### src/rtl/mpdq_pkg.sv
`default_nettype none
// ----------------------------------------------------------------------------
// mpdq_pkg
// Shared types and constants of the microphone packet dedup queue.
// ----------------------------------------------------------------------------
package mpdq_pkg;

	// default sizing
	localparam int DEPTH_DEF         = 16;
	localparam int PAYLOAD_BYTES_DEF = 40;

	// register reset values
	localparam logic [31:0] MAX_AGE_RST    = 32'd40000;
	localparam logic [7:0]  DUP_WINDOW_RST = 8'd16;

	// configuration register indexes
	localparam logic CFG_MAX_AGE    = 1'b0;
	localparam logic CFG_DUP_WINDOW = 1'b1;

	// request commands
	typedef enum logic [1:0] {
		CMD_PUSH    = 2'd0,
		CMD_PULL    = 2'd1,
		CMD_SESSION = 2'd2,
		CMD_FLUSH   = 2'd3
	} cmd_t;

	// pull sequencer states
	typedef enum logic [2:0] {
		ST_IDLE,
		ST_READ,
		ST_CHECK,
		ST_EVAL,
		ST_SEND,
		ST_EMPTY
	} state_t;

	// slot header, written at payload word 0
	typedef struct packed {
		logic [31:0] frame;
		logic [7:0]  seq;
	} hdr_t;

	// slot stamp, written at commit
	typedef struct packed {
		logic [31:0] epoch;
		logic [31:0] stamp;
	} stamp_t;

	// everything the filter needs from one slot
	typedef struct packed {
		hdr_t   hdr;
		stamp_t st;
	} meta_t;

	// duplicate history
	typedef struct packed {
		logic [31:0] frame;
		logic [7:0]  seq;
		logic        valid;
	} hist_t;

	// filter decision for one entry
	typedef struct packed {
		logic drop;
		logic dup;
	} verdict_t;

	// sequencer control decode
	typedef struct packed {
		logic busy;
		logic meta_re;
		logic chk_en;
		logic eval;
		logic pay_re;
		logic emit_empty;
	} ctrl_t;

endpackage
`default_nettype wire

### src/rtl/mpdq_filter.sv
`default_nettype none
// ----------------------------------------------------------------------------
// mpdq_filter
// Shared compare unit: judges one ring entry per use as stale, duplicate or good.
// ----------------------------------------------------------------------------
module mpdq_filter (
	input  wire logic              clk,
	input  wire logic              en,
	input  wire mpdq_pkg::meta_t   meta,
	input  wire mpdq_pkg::hist_t   hist,
	input  wire logic [31:0]       session_epoch,
	input  wire logic [31:0]       now,
	input  wire logic [31:0]       max_age,
	input  wire logic [7:0]        dup_window,
	output mpdq_pkg::verdict_t     verdict_q
);

	logic [31:0] age;
	logic [31:0] delta;
	logic        stale;
	logic        dup;

	// age and frame distance, both modulo 2^32
	always_comb begin
		age   = now - meta.st.stamp;
		delta = meta.hdr.frame - hist.frame;
		stale = (meta.st.epoch != session_epoch) || (age > max_age);
		dup   = hist.valid && ((delta == 32'd0) ||
			((meta.hdr.seq == hist.seq) && (delta < {24'd0, dup_window})));
	end

	// registered verdict, stale wins over duplicate
	always_ff @(posedge clk) begin
		if (en) begin
			verdict_q.drop <= stale;
			verdict_q.dup  <= !stale && dup;
		end
	end

endmodule
`default_nettype wire

### config.mk
export PLATFORM = sky130hd
export DESIGN_NAME = mpdq_filter
export DESIGN_NICKNAME = d
export VERILOG_FILES = /design/src/rtl/mpdq_pkg.sv /design/src/rtl/mpdq_filter.sv
export SDC_FILE = /design/constraint.sdc
export NUM_CORES = 1
export LEC_CHECK = 0
export BUFFER_PORTS_ARGS = -buffer_cell sky130_fd_sc_hd__buf_2
export CORE_AREA = 5 5 129 101
export DETAILED_ROUTE_END_ITERATION = 10
export DIE_AREA = 0 0 134 106
export PLACE_DENSITY = 0.86
export SLEW_MARGIN = 20
export SYNTH_ARGS = -nofsm -noshare
export SYNTH_HDL_FRONTEND = slang
export SYNTH_SLANG_ARGS = --single-unit
### constraint.sdc
create_clock -name clk -period 6.89 [get_ports clk]
set_input_delay 1.378 -clock clk [delete_from_list [all_inputs] [get_ports clk]]
set_output_delay 1.378 -clock clk [all_outputs]
set_load 0.01 [all_outputs]
==> results of run 1 <==
[cell usage in the layout (no fill, tap or decap), drive strengths merged, types with 5 or more instances in the layout]
cell type  instances
a21o              28
xor2              49
a21oi             64
nor2              45
buf              252
nand4             16
o21a               8
or3                5
a211oi            10
xnor2             39
ha               101
and3              13
nor3               8
o21ai             40
nor4              13
nor2b              9
o21bai            10
nand2b            13
nand2             47
a31oi              7
nand3             19
inv              114
[what timing repair did]
item / CTS / global route
gates resized for setup: 0 / 2
buffers inserted: 0 / 0
hold endpoints to repair: 0 / 0
setup endpoints to repair: 0 / 1
[Yosys cell counts, types with 3 or more instances]
master,instances
o21ai_0,35
or3_1,5
xnor2_1,39
xor2_1,49
nor2_1,45
nand4_1,16
inv_1,114
o211ai_1,3
a211oi_1,10
nor4_1,12
nand3b_1,3
o2111ai_1,3
and2_1,4
ha_1,101
nand3_1,19
clkbuf_1,9
nor3_1,8
o21a_1,8
o21bai_1,10
and3_1,13
a31oi_1,7
a21o_1,27
nor2b_1,9
o21ai_1,5
nand2_1,47
a41oi_1,4
a21oi_1,62
and4_1,3
nand2b_1,13
or4_1,4
a2111oi_0,3
[critical path, cell delays in order]
cell and delay (ns):
buf_2 0.10, inv_1 0.04, ha_1 0.15, inv_1 0.05, fa_1 0.43, a211oi_1 0.25
o21bai_1 0.16, a2111oi_2 0.44, nor3_1 0.15, o211a_1 0.25, o21a_1 0.16, or2_1 0.25
a41oi_1 0.30, o21ai_1 0.12, xor2_1 0.15, ha_1 0.31, nand4_1 0.13, or4_1 0.60
nor3_1 0.26, o221ai_1 0.18, nor4_1 0.31, nand4_1 0.17, nor4_2 0.28
[worst max-delay path by stage]
stage	start	end	slack (ns)	cells past startpoint
3_3_place_gp	now[0]	verdict_q[0]	0.17	24
3_5_place_dp	now[0]	verdict_q[0]	0.08	23
4_1_cts	now[0]	verdict_q[0]	0.16	23
2_1_floorplan	now[0]	verdict_q[0]	0.76	22
6_report	now[0]	verdict_q[0]	0.31	23
5_1_grt	now[0]	verdict_q[0]	0.02	23
[through the flow]
| stage | utilization [%] | hold slack, ns | setup WS, ns | cells | total power, mW |
|---|---|---|---|---|---|
| 2_1_floorplan | - | 1.49 | 0.763 | 735 | 0.399 |
| 3_3_place_gp | 55.1 | 1.64 | 0.169 | 1124 | 0.555 |
| 3_5_place_dp | 55.1 | 1.64 | 0.0791 | 1124 | 0.563 |
| 4_1_cts | 55.7 | 1.40 | 0.159 | 1127 | 0.659 |
| 5_1_grt | 55.8 | 1.40 | 0.0151 | 1127 | 0.737 |
| 6_report | 55.8 | 1.41 | 0.308 | 1127 | 0.663 |
[cell families after synthesis]
group	after synthesis	share of synthesized area, %
AO/OA/AOI/OAI	208	27.5
AND/OR/NAND/NOR	207	20.9
XOR/XNOR	88	15.1
adder cells (fa/ha/maj)	103	25.6
flip-flops	2	1.18
multiplexers	2	0.393
buffers and inverters	125	9.27
[per-layer routing]
layer  GRT usage (%)  vias to the layer above
li1                -                     3107
met1            28.2                     2622
met2            37.5                      254
met3            3.12                       29
met4            5.87                        0
met5               0                        -
[power breakdown]
part | internal [mW] | switching, mW
sequential | 0.0141 | 0.000314
clock | 0.0741 | 0.0159
combinational | 0.260 | 0.298
[layout make-up]
| cell class | count | area (sq um) |
|---|---|---|
| clock buffer | 3 | 75.1 |
| multi-input combinational | 608 | 4560 |
| sequential | 2 | 60.1 |
| timing repair buffer | 252 | 1260 |
| fill | 1133 | 5210 |
| inverter | 114 | 428 |
| tap | 148 | 185 |
==> out/metrics.cfg, run 1 <==
[sta]
grt_setup_unrepaired = false
layout_worst_path_cycle_share_pct = 95.5
max_slew_headroom_at_the_worst_pin_pct = 60.4
fmax_mhz = 152
worstMarginPinSlew_ns = 0.587
tns_ns = 0
hold_viol = 0
timing.final.setup_violations = 0
report.final.slew_viol_count = 0
final_critical_path_time_including_i_o_delays_and_setup_ns = 6.58

[clocking]
tritoncts.num_buffers = 3
tritoncts = done
max-clock-path-buffers = 2
htree_num_levels = 1
clkTransAtPathRegs_ns = 0.03
post_cts_hold_buffer_count = 0
cts_num_sinks = 2
cts_root_buffer = clkbuf_16

[synthesis]
post_synthesis_cell_type_count = 62
ys_top_cells_by_area = ha_1 25%, xor2_1 8.4%, inv_1 8.4%, xnor2_1 6.7%, a21oi_1 6.1%
syn_inst = 735
syn-num-nets = 1089
synth_area_sq_um = 5090
number_of_warnings_printed_during_yosys_synthesis = 0
yosysTopAreaCellShare_pct = 24.8
postSynth.asyncResetShare_pct = 0
netlist.top_cell.by_area = ha_1
postSynth.topFlopCell = edfxtp_1
synth-seq-cells = 2
yosysSeqAreaShare_pct = 1.18
synth-edff-count = 2
mean_instance_size_in_the_synthesized_netlist_sq_um = 6.92

[drt]
routed_wire_length_per_instance_um = 14.4
drtPass1Iterations = 5
drt.antenna.violating_nets = 0
highest_layer = met4
met3_length_um = 1210
drt_iter0_markers = 317
routed_via_density = 5.33
finalWirelength_um = 16300
wl_met1_um = 7150
wl_met2_um = 7570
detail_route.drc_violations = 0
route.vias.total = 6012

[worst_hold_path]
worstHoldEndpoint = verdict_q[0]
whs_path_depth = 1
hold_path.startpoint = en
worstHoldPathType = input port to register

[finish]
antenna_cells_inserted = 0
post_route_cells_drive_above_1_share_pct = 27.6
design_area_sq_um = 6570
synthToLayoutAreaGrowth_pct = 29.2
largest_register_ff_count = 2
largest_registers = verdict_q x2
nNetsFinal = 1335
register_ranked_first_by_flip_flop_count = verdict_q

[floorplan]
die-area_sq_um = 14200
top_level_ports = 253
floorplan.initialDensity_pct = 43.2
row_count = 35
floorplan.die.width_um = 134
fp.coreArea_sq_um = 11800
die_h_um = 106

[critical_path]
startpoint_to_endpoint_class_of_the_critical_path = input port to register
critPathCaptureType = register
cp_data_arrival_time_ns = 6.63
timing.critical_path.from_type = input port
worstPathMaxFanout = 3
crit_required_ns = 6.94

[power]
power.static_leakage_nw = 3.69
power.density_cell_area_nw_per_um2 = 101
irDropWorstVdd_mv = 0.0827

[place]
gpl.final_weighted_congestion = 0.968
dp_hpwl_um = 14500
place.port_buffers = 252
placedInstanceArea_sq_um = 6490

[grt]
grt.overflow.total = 0
grt_pass1_vias = 5758
pin_count_of_the_biggest_net_entering_global_routing = 12
grtUsageTotal_pct = 21.7
antenna_violations_before_repair = 0
grt_first_pass_wirelength_um = 26000

[flow_run]
cap_violations = 0

[status]
outcome = finished clean

Power figures use the tool's default switching activity.
==> run 2: changes to the inputs <==
--- a/config.mk
+++ b/config.mk
@@ -9,7 +9,7 @@
 export CORE_AREA = 5 5 129 101
 export DETAILED_ROUTE_END_ITERATION = 10
 export DIE_AREA = 0 0 134 106
-export PLACE_DENSITY = 0.86
+export PLACE_DENSITY = 0.77
 export SLEW_MARGIN = 20
 export SYNTH_ARGS = -nofsm -noshare
 export SYNTH_HDL_FRONTEND = slang
==> run 2 against run 1 <==
  * Global-route usage is 0.21 points higher
  * Routed wire length is 0.86% higher
  * Die area stayed put
  * Combinational power hardly changed
  * Sequential share of layout area hardly changed
  * Critical endpoint unchanged
  * Highest routed layer unchanged
==> out/metrics.cfg, run 2 (synthesized netlist as in run 1, its figures left out) <==
[floorplan]
floorplan.die.width_um = 134
fp.coreArea_sq_um = 11800
die-area_sq_um = 14200
die_h_um = 106
floorplan.initialDensity_pct = 43.2
row_count = 35
top_level_ports = 253

[finish]
post_route_cells_drive_above_1_share_pct = 27.7
most_common_cell_after_layout_fill_and_taps_aside = buf_2
layout.cells.most_common_list = 252 x buf_2, 114 x inv_1, 101 x ha_1
sequential_standard_cell_area_sq_um = 60.1
final.fill_count = 1182
nNetsFinal = 1335
synthToLayoutAreaGrowth_pct = 29.4
register_ranked_first_by_flip_flop_count = verdict_q
largest_register_ff_count = 2
largest_registers = verdict_q x2
final_cells = 1129
area_of_the_multi_input_gates_sq_um = 4570
final_core_util_pct = 55.9

[clocking]
tritoncts = done
cts_num_sinks = 2
cts_root_buffer = clkbuf_16
post_cts_hold_buffer_count = 0
htree_num_levels = 1
clkTransAtPathRegs_ns = 0.03
max-clock-path-buffers = 2
tritoncts.num_buffers = 3

[power]
report.power.total_mw = 0.663
total_switching_power_mw = 0.314
clockPowerShare_pct = 13.1
power.combinational.fraction_pct = 84.8
power.density_cell_area_nw_per_um2 = 101
sequentialPowerShare_pct = 2.1
power.static_leakage_nw = 3.69
irDropWorstVdd_mv = 0.0525
netSwitchingFraction_pct = 47.3
p_int_mw = 0.349

[sta]
final_critical_path_time_including_i_o_delays_and_setup_ns = 6.39
worstMarginPinSlew_ns = 0.577
layout_worst_path_cycle_share_pct = 92.8
hold_viol = 0
finalWorstSetupSlack_ns = 0.498
timing.final.setup_violations = 0
max_slew_headroom_at_the_worst_pin_pct = 61.3
tns_ns = 0
report.final.slew_viol_count = 0
grt_setup_unrepaired = false
fmax_mhz = 156

[critical_path]
critical_path.max_stage_delay_ns = 0.59
worstPathMaxFanout = 3
critPathCaptureType = register
crit_path_top_delay_cell = or4_1
cp_data_arrival_time_ns = 6.43
critical_path.cell_chain = buf_2 > inv_1 > ha_1 > inv_1 > fa_1 > a211oi_1 > o21bai_1 > a2111oi_2 > nor3_1 > o211a_1 > o21a_1 > or2_1 > a41oi_2 > o21ai_1 > xor2_1 > ha_1 > nand4_1 > or4_1 > nor3_1 > o221ai_1 > nor4_1 > nand4_1 > nor4_2
timing.critical_path.from_type = input port
crit_required_ns = 6.93
startpoint_to_endpoint_class_of_the_critical_path = input port to register

[drt]
finalWirelength_um = 16400
detail_route.drc_violations = 0
drt_iter0_markers = 236
route.vias.total = 5925
routed_via_density = 5.25
routed_wire_length_per_instance_um = 14.5
drt.antenna.violating_nets = 0
drtPass1Iterations = 4

[worst_hold_path]
hold_path.startpoint = en
whs_path_depth = 1
worstHoldEndpoint = verdict_q[0]
worstHoldPathType = input port to register

[status]
outcome = finished clean

[flow_run]
cap_violations = 0

[grt]
grt.overflow.total = 0
grtUsageTotal_pct = 21.9
grt_pass1_vias = 5716
pin_count_of_the_biggest_net_entering_global_routing = 12
grt_first_pass_wirelength_um = 26000
antenna_violations_before_repair = 2

[place]
place.port_buffers = 252
post-place-cells = 1124
gpl.final_weighted_congestion = 0.935
dp_hpwl_um = 14900
pre_cts_slack_ns = -0.0198

==> run 2: changes by cell type in the layout (fill, tap and decap cells not counted), sizes merged <==
cell   before  now
diode       0    2
==> run 2: layout make-up <==
cell class	count	share of cell area [%]
Tap cell	148	2.81
Clock buffer	3	1.14
Multi-Input combinational cell	608	69.4
Timing Repair Buffer	252	19.2
Inverter	114	6.50
Antenna cell	2	0.0760
Sequential cell	2	0.912
==> run 2: per-stage QoR <==
step	hold WS [ns]	instance area [sq um]
after floorplan	1.49	5090
after global placement	1.61	6490
after detailed placement	1.60	6490
after CTS	1.37	6570
after global routing	1.37	6590
final	1.38	6590
==> run 2: what timing repair did <==
action | 4_1_cts | 5_1_grt
gates resized for setup | 0 | 3
setup endpoints to repair | 0 | 1
setup buffers | 0 | 0
==> run 2: critical path: cells and delay by family <==
family | cells | cell delay [ns]
AND/OR/NAND/NOR | 8 | 2.06
buffers and inverters | 3 | 0.18
AO/OA/AOI/OAI | 8 | 1.79
adder cells (fa/ha/maj) | 3 | 0.87
XOR/XNOR | 1 | 0.15
==> run 2: worst max path at each step <==
stage              endpoint  startpoint  slack, ns  cells after the start
4_1_cts        verdict_q[0]      now[0]       0.18                     23
3_5_place_dp   verdict_q[0]      now[0]      -0.02                     23
3_3_place_gp   verdict_q[0]      now[0]       0.14                     24
5_1_grt        verdict_q[0]      now[0]       0.08                     23
2_1_floorplan  verdict_q[0]      now[0]       0.76                     22
6_report       verdict_q[0]      now[0]       0.50                     23
==> run 2: power by group through the flow <==
stage | Sequential (mW) | Clock (mW) | Combinational, mW
after detailed placement | 0.0144 | 0 | 0.553
final | 0.0142 | 0.0868 | 0.562
after global placement | 0.0144 | 0 | 0.545
after CTS | 0.0142 | 0.0886 | 0.557
after floorplan | 0.0147 | 0 | 0.384
after global routing | 0.0142 | 0.0906 | 0.636
==> run 2: per-layer routing <==
layer  routed length [um]  vias to the layer above  GRT usage (%)  part of all wire [%]
li1                     -                     3112              -                     -
met1                 7550                     2628           29.2                    46
met2                 7660                      171           37.3                    47
met3                  950                       14           3.50                   5.8
met4                  260                        0           4.85                   1.6
met5                    0                        -              0                     0
